==> src/hw/rtl/eci_pkg.sv <==
// Shared types, constants and fixed-point helpers of the easing curve interpolator.
// No dependencies; imported by every module of the block.
package eci_pkg;

  // Field and bus widths
  localparam int unsigned KIND_W       = 4;
  localparam int unsigned TIME_W       = 13;
  localparam int unsigned EASED_W      = 14;
  localparam int unsigned PORT_VALUE_W = 32;
  localparam int unsigned S_TDATA_W    = 80;
  localparam int unsigned M_TDATA_W    = 48;

  // Defaults and sizing
  localparam int unsigned VALUE_BITS_DEF   = 32;
  localparam int unsigned ECI_FIFO_DEPTH   = 4;
  localparam int unsigned ECI_BACK_STAGES  = 6;
  // front register + queue + back pipeline
  localparam int unsigned ECI_MAX_INFLIGHT = 1 + ECI_FIFO_DEPTH + ECI_BACK_STAGES;

  // Q12 constants
  localparam logic [TIME_W-1:0]         Q_ONE_U  = 13'd4096;
  localparam logic [TIME_W-1:0]         Q_HALF_U = 13'd2048;
  localparam logic signed [EASED_W-1:0] Q_ONE_S  = 14'sd4096;

  // Back-out coefficients
  localparam logic signed [15:0] BACK_C3 = 16'sd11065;
  localparam logic signed [15:0] BACK_C2 = 16'sd6969;

  // Bounce-out arcs
  localparam logic signed [15:0]        BNC_K   = 16'sd30976;
  localparam logic [TIME_W-1:0]         BNC_T1  = 13'd1489;
  localparam logic [TIME_W-1:0]         BNC_T2  = 13'd2979;
  localparam logic [TIME_W-1:0]         BNC_T3  = 13'd3724;
  localparam logic signed [EASED_W-1:0] BNC_C1  = 14'sd2234;
  localparam logic signed [EASED_W-1:0] BNC_C2  = 14'sd3351;
  localparam logic signed [EASED_W-1:0] BNC_C3  = 14'sd3910;
  localparam logic signed [EASED_W-1:0] BNC_O1  = 14'sd3072;
  localparam logic signed [EASED_W-1:0] BNC_O2  = 14'sd3840;
  localparam logic signed [EASED_W-1:0] BNC_O3  = 14'sd4032;

  // Curve kinds on the input side
  typedef enum logic [KIND_W-1:0] {
    KIND_LINEAR    = 4'd0,
    KIND_QUAD_IN   = 4'd1,
    KIND_QUAD_OUT  = 4'd2,
    KIND_QUAD_IO   = 4'd3,
    KIND_CUBIC_IN  = 4'd4,
    KIND_CUBIC_OUT = 4'd5,
    KIND_CUBIC_IO  = 4'd6,
    KIND_BACK_OUT  = 4'd7,
    KIND_BOUNCE    = 4'd8,
    KIND_STEP      = 4'd9,
    KIND_SHAKE     = 4'd10
  } kind_e;

  // Operation classes seen by the back end
  typedef enum logic [2:0] {
    OP_CONST  = 3'd0,  // eased = base
    OP_SQ     = 3'd1,  // square of m, scaled and mirrored
    OP_CUBE   = 3'd2,  // cube of m, scaled and mirrored
    OP_BACK   = 3'd3,  // back-out polynomial in m
    OP_BOUNCE = 3'd4,  // K * m^2 + base
    OP_SHAKE  = 3'd5   // base + sdiff * frac
  } op_e;

  // Classified curve work handed from front to back
  typedef struct packed {
    op_e                        op;
    logic                       inv;    // result is 1.0 - x
    logic [1:0]                 shl;    // x scaled by 2^shl
    logic signed [EASED_W-1:0]  m;      // operand to square or cube
    logic signed [EASED_W-1:0]  base;   // constant part
    logic signed [EASED_W-1:0]  sdiff;  // shake segment slope
    logic [11:0]                frac;   // shake position in segment
  } crv_t;

  // Shake breakpoints, Q12
  function automatic logic signed [EASED_W-1:0] shake_pt(input logic [2:0] idx);
    logic signed [EASED_W-1:0] pt;
    unique case (idx)
      3'd0:    pt = 14'sd0;
      3'd1:    pt = 14'sd4096;
      3'd2:    pt = -14'sd3072;
      3'd3:    pt = 14'sd2304;
      3'd4:    pt = -14'sd1536;
      3'd5:    pt = 14'sd768;
      3'd6:    pt = -14'sd256;
      default: pt = 14'sd0;
    endcase
    return pt;
  endfunction

  // Q12 product rounding, half away from zero
  function automatic logic signed [27:0] rnd_q12(input logic signed [39:0] p);
    logic signed [39:0] s;
    s = p + (p[39] ? 40'sd2047 : 40'sd2048);
    return s[39:12];
  endfunction

  // Q12 scaling, truncating toward zero
  function automatic logic signed [27:0] trunc_q12(input logic signed [39:0] p);
    logic signed [39:0] s;
    s = p + (p[39] ? 40'sd4095 : 40'sd0);
    return s[39:12];
  endfunction

endpackage

==> src/hw/rtl/easing_curve_interpolator.sv <==
// Easing curve interpolator: Q12 eased fraction and interpolated value per item.
// Top level; depends on eci_pkg, eci_front, eci_fifo and eci_back.
//
// Usage:
//   Slave stream carries one request per word: tuser holds the curve kind,
//   tdata holds time, start value and target value. The master stream returns
//   one word per request, in order: eased fraction and interpolated value.
//   From accept to the result on m_axis an item passes through one front
//   register, the queue and six back stages. Throughput is one item per clock
//   while m_axis_tready stays high, set by the back pipeline, which issues one
//   multiply stage after another and takes a new item every such cycle.
//   When the receiver holds tready low the back pipeline freezes with its
//   result on the output register; the front keeps taking items until the
//   four-entry queue and the front register are full, then s_axis_tready drops.
//   Reset clears all valid flags and queue pointers; nothing else is held,
//   no item carries state over to the next one.
module easing_curve_interpolator import eci_pkg::*; #(
  parameter int unsigned VALUE_BITS = VALUE_BITS_DEF
) (
  input  logic                 clk_i,
  input  logic                 rst_ni,
  input  logic                 s_axis_tvalid_i,
  output logic                 s_axis_tready_o,
  // time_frac[12:0], start_value[44:13], target_value[76:45], zero pad
  input  logic [S_TDATA_W-1:0] s_axis_tdata_i,
  // kind[3:0]
  input  logic [KIND_W-1:0]    s_axis_tuser_i,
  output logic                 m_axis_tvalid_o,
  input  logic                 m_axis_tready_i,
  // eased_frac[13:0], result_value[45:14], zero pad
  output logic [M_TDATA_W-1:0] m_axis_tdata_o
);

  localparam int unsigned QW = VALUE_BITS - 11;
  localparam int unsigned QUEUE_W = $bits(crv_t) + VALUE_BITS + QW + 13;

  logic                         fr_valid, fr_ready;
  crv_t                         fr_crv, bk_crv;
  logic signed [VALUE_BITS-1:0] fr_from, bk_from, bk_value;
  logic signed [QW-1:0]         fr_q, bk_q;
  logic signed [12:0]           fr_r, bk_r;
  logic                         bk_valid, bk_ready;
  logic [QUEUE_W-1:0]           qu_in, qu_out;
  logic signed [EASED_W-1:0]    bk_eased;
  logic signed [PORT_VALUE_W-1:0] value_ext;

  // Front: classify and split the difference
  eci_front #(
    .VALUE_BITS (VALUE_BITS)
  ) u_front (
    .clk_i       (clk_i),
    .rst_ni      (rst_ni),
    .in_valid_i  (s_axis_tvalid_i),
    .in_ready_o  (s_axis_tready_o),
    .kind_i      (s_axis_tuser_i),
    .time_i      (s_axis_tdata_i[12:0]),
    .start_i     (s_axis_tdata_i[44:13]),
    .target_i    (s_axis_tdata_i[76:45]),
    .out_valid_o (fr_valid),
    .out_ready_i (fr_ready),
    .crv_o       (fr_crv),
    .from_o      (fr_from),
    .q_o         (fr_q),
    .r_o         (fr_r)
  );

  // Queue between the two halves
  assign qu_in = {fr_crv, fr_from, fr_q, fr_r};

  eci_fifo #(
    .WIDTH (QUEUE_W),
    .DEPTH (ECI_FIFO_DEPTH)
  ) u_fifo (
    .clk_i        (clk_i),
    .rst_ni       (rst_ni),
    .push_valid_i (fr_valid),
    .push_ready_o (fr_ready),
    .push_data_i  (qu_in),
    .pop_valid_o  (bk_valid),
    .pop_ready_i  (bk_ready),
    .pop_data_o   (qu_out)
  );

  assign {bk_crv, bk_from, bk_q, bk_r} = qu_out;

  // Back: curve evaluation and interpolation
  eci_back #(
    .VALUE_BITS (VALUE_BITS)
  ) u_back (
    .clk_i       (clk_i),
    .rst_ni      (rst_ni),
    .in_valid_i  (bk_valid),
    .in_ready_o  (bk_ready),
    .crv_i       (bk_crv),
    .from_i      (bk_from),
    .q_i         (bk_q),
    .r_i         (bk_r),
    .out_valid_o (m_axis_tvalid_o),
    .out_ready_i (m_axis_tready_i),
    .eased_o     (bk_eased),
    .value_o     (bk_value)
  );

  assign value_ext      = 32'(bk_value);
  assign m_axis_tdata_o = {2'b00, value_ext, bk_eased};

endmodule

==> src/hw/rtl/eci_front.sv <==
// Front end: accepts an item, classifies the curve and splits the endpoint difference.
// Depends on eci_pkg.
module eci_front import eci_pkg::*; #(
  parameter int unsigned VALUE_BITS = VALUE_BITS_DEF
) (
  input  logic                           clk_i,
  input  logic                           rst_ni,
  input  logic                           in_valid_i,
  output logic                           in_ready_o,
  input  logic [KIND_W-1:0]              kind_i,
  input  logic [TIME_W-1:0]              time_i,
  input  logic [PORT_VALUE_W-1:0]        start_i,
  input  logic [PORT_VALUE_W-1:0]        target_i,
  output logic                           out_valid_o,
  input  logic                           out_ready_i,
  output crv_t                           crv_o,
  output logic signed [VALUE_BITS-1:0]   from_o,
  output logic signed [VALUE_BITS-12:0]  q_o,
  output logic signed [12:0]             r_o
);

  localparam int unsigned DW = VALUE_BITS + 1;
  localparam int unsigned QW = VALUE_BITS - 11;

  logic                     valid_q, valid_d;
  crv_t                     crv_q, crv_d;
  logic signed [VALUE_BITS-1:0] from_q, from_d, to_v;
  logic signed [QW-1:0]     q_q, q_d;
  logic signed [12:0]       r_q, r_d;
  logic signed [DW-1:0]     diff, diff_adj, rem_full;
  logic [TIME_W-1:0]        t, u;
  logic                     lower;
  logic [14:0]              t7;
  logic [2:0]               seg;
  logic signed [EASED_W-1:0] t_s, u_s, pa, pb;
  logic                     load;

  // Endpoint difference split into coarse quotient and remainder
  always_comb begin
    from_d   = $signed(start_i[VALUE_BITS-1:0]);
    to_v     = $signed(target_i[VALUE_BITS-1:0]);
    diff     = DW'(to_v) - DW'(from_d);
    diff_adj = diff + (diff[DW-1] ? DW'(4095) : DW'(0));
    q_d      = diff_adj[DW-1:12];
    rem_full = diff - $signed({q_d, 12'b0});
    r_d      = rem_full[12:0];
  end

  // Curve classification
  always_comb begin
    t     = time_i;
    u     = Q_ONE_U - t;
    lower = (t < Q_HALF_U);
    t_s   = $signed({1'b0, t});
    u_s   = $signed({1'b0, u});
    t7    = {t[11:0], 3'b000} - {3'b000, t[11:0]};
    seg   = t7[14:12];
    pa    = shake_pt(seg);
    pb    = shake_pt(seg + 3'd1);

    crv_d       = '0;
    crv_d.op    = OP_CONST;
    crv_d.base  = t_s;
    unique case (kind_i)
      KIND_QUAD_IN: begin
        crv_d.op = OP_SQ;
        crv_d.m  = t_s;
      end
      KIND_QUAD_OUT: begin
        crv_d.op  = OP_SQ;
        crv_d.m   = u_s;
        crv_d.inv = 1'b1;
      end
      KIND_QUAD_IO: begin
        crv_d.op  = OP_SQ;
        crv_d.m   = lower ? t_s : u_s;
        crv_d.inv = !lower;
        crv_d.shl = 2'd1;
      end
      KIND_CUBIC_IN: begin
        crv_d.op = OP_CUBE;
        crv_d.m  = t_s;
      end
      KIND_CUBIC_OUT: begin
        crv_d.op  = OP_CUBE;
        crv_d.m   = u_s;
        crv_d.inv = 1'b1;
      end
      KIND_CUBIC_IO: begin
        crv_d.op  = OP_CUBE;
        crv_d.m   = lower ? t_s : u_s;
        crv_d.inv = !lower;
        crv_d.shl = 2'd2;
      end
      KIND_BACK_OUT: begin
        crv_d.op = OP_BACK;
        crv_d.m  = t_s - Q_ONE_S;
      end
      KIND_BOUNCE: begin
        crv_d.op = OP_BOUNCE;
        if (t < BNC_T1) begin
          crv_d.m    = t_s;
          crv_d.base = '0;
        end else if (t < BNC_T2) begin
          crv_d.m    = t_s - BNC_C1;
          crv_d.base = BNC_O1;
        end else if (t < BNC_T3) begin
          crv_d.m    = t_s - BNC_C2;
          crv_d.base = BNC_O2;
        end else begin
          crv_d.m    = t_s - BNC_C3;
          crv_d.base = BNC_O3;
        end
      end
      KIND_STEP: begin
        crv_d.base = '0;
      end
      KIND_SHAKE: begin
        crv_d.op    = OP_SHAKE;
        crv_d.base  = pa;
        crv_d.sdiff = pb - pa;
        crv_d.frac  = t7[11:0];
      end
      default: begin
        // linear and unknown kinds: eased = time
        crv_d.op   = OP_CONST;
        crv_d.base = t_s;
      end
    endcase

    // pinned ends
    if (t == '0) begin
      crv_d      = '0;
      crv_d.op   = OP_CONST;
    end else if (t[TIME_W-1]) begin
      crv_d      = '0;
      crv_d.op   = OP_CONST;
      crv_d.base = (kind_i == KIND_SHAKE) ? '0 : Q_ONE_S;
    end
  end

  // Output register
  assign load       = in_valid_i && in_ready_o;
  assign in_ready_o = !valid_q || out_ready_i;

  always_comb begin
    valid_d = valid_q;
    if (load) begin
      valid_d = 1'b1;
    end else if (out_ready_i) begin
      valid_d = 1'b0;
    end
  end

  always_ff @(posedge clk_i or negedge rst_ni) begin
    if (!rst_ni) begin
      valid_q <= 1'b0;
    end else begin
      valid_q <= valid_d;
    end
  end

  always_ff @(posedge clk_i) begin
    if (load) begin
      crv_q  <= crv_d;
      from_q <= from_d;
      q_q    <= q_d;
      r_q    <= r_d;
    end
  end

  assign out_valid_o = valid_q;
  assign crv_o       = crv_q;
  assign from_o      = from_q;
  assign q_o         = q_q;
  assign r_o         = r_q;

endmodule

==> src/hw/rtl/eci_fifo.sv <==
// Short queue between front and back ends, flip-flop storage, first-word fall-through.
// Depends on eci_pkg.
module eci_fifo import eci_pkg::*; #(
  parameter int unsigned WIDTH = 8,
  parameter int unsigned DEPTH = ECI_FIFO_DEPTH
) (
  input  logic             clk_i,
  input  logic             rst_ni,
  input  logic             push_valid_i,
  output logic             push_ready_o,
  input  logic [WIDTH-1:0] push_data_i,
  output logic             pop_valid_o,
  input  logic             pop_ready_i,
  output logic [WIDTH-1:0] pop_data_o
);

  localparam int unsigned AW = (DEPTH > 1) ? $clog2(DEPTH) : 1;
  localparam int unsigned CW = $clog2(DEPTH + 1);

  logic [WIDTH-1:0] mem_q [DEPTH];
  logic [AW-1:0]    wr_ptr_q, wr_ptr_d, rd_ptr_q, rd_ptr_d;
  logic [CW-1:0]    count_q, count_d;
  logic             push, pop;

  assign push_ready_o = (count_q != CW'(DEPTH));
  assign pop_valid_o  = (count_q != '0);
  assign push         = push_valid_i && push_ready_o;
  assign pop          = pop_valid_o && pop_ready_i;
  assign pop_data_o   = mem_q[rd_ptr_q];

  // Pointer and fill bookkeeping
  always_comb begin
    wr_ptr_d = wr_ptr_q;
    rd_ptr_d = rd_ptr_q;
    if (push) begin
      wr_ptr_d = (wr_ptr_q == AW'(DEPTH - 1)) ? '0 : wr_ptr_q + 1'b1;
    end
    if (pop) begin
      rd_ptr_d = (rd_ptr_q == AW'(DEPTH - 1)) ? '0 : rd_ptr_q + 1'b1;
    end
    count_d = count_q + CW'(push) - CW'(pop);
  end

  always_ff @(posedge clk_i or negedge rst_ni) begin
    if (!rst_ni) begin
      wr_ptr_q <= '0;
      rd_ptr_q <= '0;
      count_q  <= '0;
    end else begin
      wr_ptr_q <= wr_ptr_d;
      rd_ptr_q <= rd_ptr_d;
      count_q  <= count_d;
    end
  end

  // Storage
  always_ff @(posedge clk_i) begin
    if (push) begin
      mem_q[wr_ptr_q] <= push_data_i;
    end
  end

endmodule

==> src/hw/rtl/eci_back.sv <==
// Back end: six-stage pipeline that evaluates the curve and interpolates the value.
// Depends on eci_pkg.
module eci_back import eci_pkg::*; #(
  parameter int unsigned VALUE_BITS = VALUE_BITS_DEF
) (
  input  logic                           clk_i,
  input  logic                           rst_ni,
  input  logic                           in_valid_i,
  output logic                           in_ready_o,
  input  crv_t                           crv_i,
  input  logic signed [VALUE_BITS-1:0]   from_i,
  input  logic signed [VALUE_BITS-12:0]  q_i,
  input  logic signed [12:0]             r_i,
  output logic                           out_valid_o,
  input  logic                           out_ready_i,
  output logic signed [EASED_W-1:0]      eased_o,
  output logic signed [VALUE_BITS-1:0]   value_o
);

  localparam int unsigned QW = VALUE_BITS - 11;
  localparam int unsigned PW = QW + EASED_W;
  localparam int unsigned VW = VALUE_BITS + 4;
  localparam logic signed [VW-1:0] VMAX = $signed({{5{1'b0}}, {(VALUE_BITS-1){1'b1}}});
  localparam logic signed [VW-1:0] VMIN = $signed({{5{1'b1}}, {(VALUE_BITS-1){1'b0}}});

  logic adv;
  logic [ECI_BACK_STAGES-1:0] vld_q, vld_d;

  // stage 1
  crv_t                         s1_crv;
  logic signed [EASED_W-1:0]    s1_m2, s1_sh, m2_d, sh_d;
  logic signed [VALUE_BITS-1:0] s1_from;
  logic signed [QW-1:0]         s1_q;
  logic signed [12:0]           s1_r;
  logic signed [27:0]           p_mm;
  logic signed [26:0]           p_sh;
  // stage 2
  crv_t                         s2_crv;
  logic signed [EASED_W-1:0]    s2_m2, s2_m3, s2_sh, m3_d;
  logic signed [15:0]           s2_k2, s2_bq, k2_d, bq_d;
  logic signed [VALUE_BITS-1:0] s2_from;
  logic signed [QW-1:0]         s2_q;
  logic signed [12:0]           s2_r;
  logic signed [27:0]           p_m3;
  logic signed [29:0]           p_k2, p_bq;
  // stage 3
  logic                         s3_back;
  logic signed [EASED_W-1:0]    s3_pre, pre_d, pw;
  logic signed [15:0]           s3_k3, s3_k2, k3_d, bq_sum;
  logic signed [VALUE_BITS-1:0] s3_from;
  logic signed [QW-1:0]         s3_q;
  logic signed [12:0]           s3_r;
  logic signed [29:0]           p_k3;
  // stage 4
  logic signed [EASED_W-1:0]    s4_e, e_d;
  logic signed [15:0]           back_sum;
  logic signed [VALUE_BITS-1:0] s4_from;
  logic signed [QW-1:0]         s4_q;
  logic signed [12:0]           s4_r;
  // stage 5
  logic signed [EASED_W-1:0]    s5_e;
  logic signed [PW-1:0]         s5_qe, qe_d;
  logic signed [14:0]           s5_rr, rr_d;
  logic signed [26:0]           p_re;
  logic signed [VALUE_BITS-1:0] s5_from;
  // stage 6
  logic signed [EASED_W-1:0]    s6_e;
  logic signed [VALUE_BITS-1:0] s6_v, v_d;
  logic signed [VW-1:0]         v_sum;

  // Whole pipeline moves together; the last stage is the output register
  assign adv        = !vld_q[ECI_BACK_STAGES-1] || out_ready_i;
  assign in_ready_o = adv;
  assign vld_d      = {vld_q[ECI_BACK_STAGES-2:0], in_valid_i};

  always_ff @(posedge clk_i or negedge rst_ni) begin
    if (!rst_ni) begin
      vld_q <= '0;
    end else if (adv) begin
      vld_q <= vld_d;
    end
  end

  // Stage 1: square of the operand, shake slope term
  always_comb begin
    p_mm = $signed(crv_i.m) * $signed(crv_i.m);
    m2_d = 14'(rnd_q12(40'(p_mm)));
    p_sh = $signed(crv_i.sdiff) * $signed({1'b0, crv_i.frac});
    sh_d = 14'(trunc_q12(40'(p_sh)));
  end

  // Stage 2: cube and the constant products of the square
  always_comb begin
    p_m3 = s1_m2 * $signed(s1_crv.m);
    m3_d = 14'(rnd_q12(40'(p_m3)));
    p_k2 = BACK_C2 * s1_m2;
    k2_d = 16'(rnd_q12(40'(p_k2)));
    p_bq = BNC_K * s1_m2;
    bq_d = 16'(rnd_q12(40'(p_bq)));
  end

  // Stage 3: back-out cubic term, eased value of the other curves
  always_comb begin
    p_k3   = BACK_C3 * s2_m3;
    k3_d   = 16'(rnd_q12(40'(p_k3)));
    bq_sum = s2_bq + 16'(s2_crv.base);
    pw     = '0;
    pre_d  = '0;
    unique case (s2_crv.op)
      OP_CONST: pre_d = s2_crv.base;
      OP_SQ: begin
        pw    = s2_m2 <<< s2_crv.shl;
        pre_d = s2_crv.inv ? Q_ONE_S - pw : pw;
      end
      OP_CUBE: begin
        pw    = s2_m3 <<< s2_crv.shl;
        pre_d = s2_crv.inv ? Q_ONE_S - pw : pw;
      end
      OP_BOUNCE: pre_d = bq_sum[EASED_W-1:0];
      OP_SHAKE:  pre_d = s2_crv.base + s2_sh;
      OP_BACK:   pre_d = '0;
      default:   pre_d = '0;
    endcase
  end

  // Stage 4: final eased fraction
  always_comb begin
    back_sum = 16'(Q_ONE_S) + s3_k3 + s3_k2;
    e_d      = s3_back ? back_sum[EASED_W-1:0] : s3_pre;
  end

  // Stage 5: coarse and rounded fine products of the difference
  always_comb begin
    qe_d = s4_q * s4_e;
    p_re = s4_r * s4_e;
    rr_d = 15'(rnd_q12(40'(p_re)));
  end

  // Stage 6: sum and saturate
  always_comb begin
    v_sum = VW'(s5_from) + VW'(s5_qe) + VW'(s5_rr);
    if (v_sum > VMAX) begin
      v_d = VMAX[VALUE_BITS-1:0];
    end else if (v_sum < VMIN) begin
      v_d = VMIN[VALUE_BITS-1:0];
    end else begin
      v_d = v_sum[VALUE_BITS-1:0];
    end
  end

  // Pipeline payload
  always_ff @(posedge clk_i) begin
    if (adv) begin
      s1_crv  <= crv_i;
      s1_m2   <= m2_d;
      s1_sh   <= sh_d;
      s1_from <= from_i;
      s1_q    <= q_i;
      s1_r    <= r_i;

      s2_crv  <= s1_crv;
      s2_m2   <= s1_m2;
      s2_m3   <= m3_d;
      s2_sh   <= s1_sh;
      s2_k2   <= k2_d;
      s2_bq   <= bq_d;
      s2_from <= s1_from;
      s2_q    <= s1_q;
      s2_r    <= s1_r;

      s3_back <= (s2_crv.op == OP_BACK);
      s3_pre  <= pre_d;
      s3_k3   <= k3_d;
      s3_k2   <= s2_k2;
      s3_from <= s2_from;
      s3_q    <= s2_q;
      s3_r    <= s2_r;

      s4_e    <= e_d;
      s4_from <= s3_from;
      s4_q    <= s3_q;
      s4_r    <= s3_r;

      s5_e    <= s4_e;
      s5_qe   <= qe_d;
      s5_rr   <= rr_d;
      s5_from <= s4_from;

      s6_e    <= s5_e;
      s6_v    <= v_d;
    end
  end

  assign out_valid_o = vld_q[ECI_BACK_STAGES-1];
  assign eased_o     = s6_e;
  assign value_o     = s6_v;

endmodule

==> config.mk <==
export PLATFORM = sky130hd
export DESIGN_NAME = easing_curve_interpolator
export DESIGN_NICKNAME = d
export VERILOG_FILES = /design/src/hw/rtl/eci_pkg.sv /design/src/hw/rtl/easing_curve_interpolator.sv /design/src/hw/rtl/eci_front.sv /design/src/hw/rtl/eci_fifo.sv /design/src/hw/rtl/eci_back.sv
export SDC_FILE = /design/constraint.sdc
export NUM_CORES = 2
export LEC_CHECK = 0
export BUFFER_PORTS_ARGS = -buffer_cell sky130_fd_sc_hd__buf_2
export CELL_PAD_IN_SITES_DETAIL_PLACEMENT = 0
export CELL_PAD_IN_SITES_GLOBAL_PLACEMENT = 1
export CORE_MARGIN = 3
export CORE_UTILIZATION = 50
export CTS_CLUSTER_SIZE = 30
export DETAILED_ROUTE_END_ITERATION = 8
export PLACE_DENSITY_LB_ADDON = 0.15
export SYNTH_ARGS = -nofsm -noshare
export SYNTH_HDL_FRONTEND = slang
export SYNTH_HIERARCHICAL = 1
export SYNTH_SLANG_ARGS = --single-unit
==> constraint.sdc <==
create_clock -name clk_i -period 57 [get_ports clk_i]
set_input_delay 8.55 -clock clk_i [delete_from_list [all_inputs] [get_ports clk_i]]
set_output_delay 8.55 -clock clk_i [all_outputs]
set_load 0.1 [all_outputs]
==> impl_metrics.toml <==
[critical_path]
worst-setup-path-type = "in2reg"
max_stage_delay_ns = 0.91
path_delay_family = "simple AND/OR/NAND/NOR gates"
crit_buf_inv = 2
worst-path-stages = 20
reg2reg_from = "u_fifo/rd_ptr_q[0]"
startpoint = "s_axis_tdata_i[13]"
cp-endpoint = "u_front/q_o[20]"
path_cells = "buf_2 > ha_1 > inv_1 > fa_1 > a211oi_2 > o21ai_2 > o21ai_1 > a2111oi_1 > nor2_1 > xnor2_1 > ha_1 > nand4_1 > nor3_1 > nand4_1 > o31ai_4 > nand4_4 > nor4b_4 > nor4b_4 > nand4_1 > xnor2_1"
end_kind = "register"
reg2regPathDepth = 27
worst_r2r_endpoint = "u_back/s1_sh[13]"
cp-start-kind = "primary input"
crit_arrival_ns = 14.78
required_ns = 57.51
r2r_slack_ns = 45.78
cpMaxStageDelayCell = "a2111oi_1"
critical_path.most_common_cell = "nand4_1"
path_max_fanout = 12

[clock_tree]
hold_buffers = 0
post-cts-setup-buffers = 0
cts_root_buf = "clkbuf_16"
numCtsBuffers = 139
tritoncts = "done"
clock_latency_ns = 0.82
cts.sinks = 1251
cts_buffer_depth = 3
post_cts_resized = 0
cts.clk_slew.worst_paths_ns = 0.06
htreeDepth = 4

[final_layout]
drive_above_1_share_pct = 7.41
synthToLayoutAreaGrowth_pct = 7.86
nNetsFinal = 10900
final_core_util_pct = 54.6

[routing]
via_per_inst = 5.45
ant_nets = 0
drt_iter0_drc = 4296
first_pass_iters = 6
wl_per_cell_um = 20.1
num_vias = 63400
drc = 0
drt_wl_total_um = 234000

[yosys]
synth_area_leaders = "edfxtp_1 (36%), fa_1 (23%), ha_1 (10%)"
yosys_warnings = 6
synth_top_area_share_pct = 36.1
avgSynthCellArea_sq_um = 11.8
yosysSeqAreaShare_pct = 36.5
synth-xor-area-share_pct = 3.65
synth-compound-area-share_pct = 6.86
ys_top_cells_by_count = "inv_1 (1570), edfxtp_1 (1237), fa_1 (1181), ha_1 (823), nand2_1 (704)"
synthMuxAreaShare_pct = 3.48
syn_area_sq_um = 103000
synth_top_family_by_area = "adder cells"
yosys.area_share.simple_pct = 9.73
synth_fa_ha_area_share_pct = 33.0
synthCells = 8754
synth.distinct_cells = 117
ys_ff_latch = 1251
synth_edf_count = 1237
ys.flop_type = "edfxtp_1"
synthArstFlopShare_pct = 1.12
synth_most_common_cell = "inv_1"
synth_top_cell_by_area = "edfxtp_1"

[floorplanning]
design.core.area_sq_um = 203000
io_pins = 138
start_util_pct = 50.6
die_area_sq_um = 211000
die_w_um = 460
die_y_um = 460
core.rowCount = 165

[run_status]
outcome = "finished, final reports clean"

[grt]
grt_pass1_vias = 66200
grt_pass1_wl_um = 375000
grt_antenna_before_repair = 14
grt_util_met1_pct = 34.4
use_met3_pct = 2.75
use_met2_pct = 35.4
grt_usage_pct = 22.8
top_usage_layer = "met2"
grt_overflow = 0
grt_start_max_net_pins = 195

[worst_hold_path]
hp-class = "reg2reg"

[place]
hpwl_um = 178000
io_buffers = 132
place.gp.congestion = 0.870

[sta]
setup_viol = 0
relSlewSlack_pct = 8.08
grt_setup_unrepaired = "no"
fmax_mhz = 70.0
setup_tns_ns = 0
slew_violations = 0
fin_crit_ns = 14.28
period_share_pct = 25.0
worst_pin_slew_ns = 1.37
hold_viol = 0
skew_ns = 0.0715

[run]
maxCapViolCount = 0
==> logic make-up (layout without fill, tap and decap cells) <==
kind of cell	Yosys count	count (layout)
AOI/OAI and AO/OA	1069	1069
and+or+nand+nor	1982	1982
other	2	17
xor gates and xnor gates	423	423
adders and majority gates	2005	2005
DFF	1251	1251
buffers and inverters	1833	2022
muxes	189	189
==> cell type report <==
class                   instances  area (sq um)
clock buffers                 174          3640
diodes                          7          17.5
multi-input cells            5678         58400
fillers                     17200         92400
flip-flops and latches       1251         37500
well taps                    2672          3340
clock inverters                79           983
repair buffers                195          1150
inverters                    1574          5910
==> metrics by stage <==
stage	setup slack [ns]	instances	hold slack [ns]	area, sq um
after floorplan	28.48	8762	0.400	103000
after global placement	42.15	11400	0.402	106000
after detailed placement	41.96	11400	0.405	106000
after CTS	42.81	11600	0.376	111000
after global routing	42.39	11600	0.390	111000
final	42.72	11600	0.373	111000
==> metal layers <==
metal	vias to the layer above	routed length [um]	part of all wire (%)
li1	29400	-	-
met5	-	8	0.0034
met3	224	10400	4.5
met1	32400	112000	48
met2	1314	107000	46
met4	2	4600	2.0
==> how the worst min path moves through the flow <==
stage,startpoint,end,slack (ns),cells after the start
global route,u_back/s5_e[11],u_back/eased_o[11],0.39,0
global placement,u_back/s2_from[15],u_back/s3_from[15],0.40,0
finish,u_back/s5_e[11],u_back/eased_o[11],0.37,0
CTS,u_back/s5_e[11],u_back/eased_o[11],0.38,0
floorplan,u_back/s5_e[0],u_back/eased_o[0],0.40,0
detailed placement,u_back/s1_from[16],u_back/s2_from[16],0.40,0
==> sequential cells by signal, indices dropped and copies added (netlist names), 15 cells and up <==
register        cells
u_back/s5_rr       15
u_back/s1_q        21
u_fifo/mem_q      504
u_back/s5_from     32
u_back/s4_from     32
u_back/s4_q        21
u_back/s3_from     32
u_back/s2_q        21
u_back/s2_from     32
u_back/s2_crv      20
u_back/s1_crv      34
u_back/value_o     32
u_back/s3_q        21
u_front/crv_o      52
u_back/s1_from     32
u_front/q_o        21
u_back/s5_qe       35
u_front/from_o     32
==> cells in the final DEF, fill, tap and decap left out, drive strengths merged, types with 174 or more instances in the layout <==
cell	count
inv	1581
edfxtp	1237
fa	1181
ha	823
nand2	704
and2	438
xnor2	298
nor2	283
a21oi	273
o21ai	244
buf	195
clkbuf	174
Power is left out: the tool's default activity adds up to more than one toggle a clock period on the data nets, which glitch-free logic cannot reach.
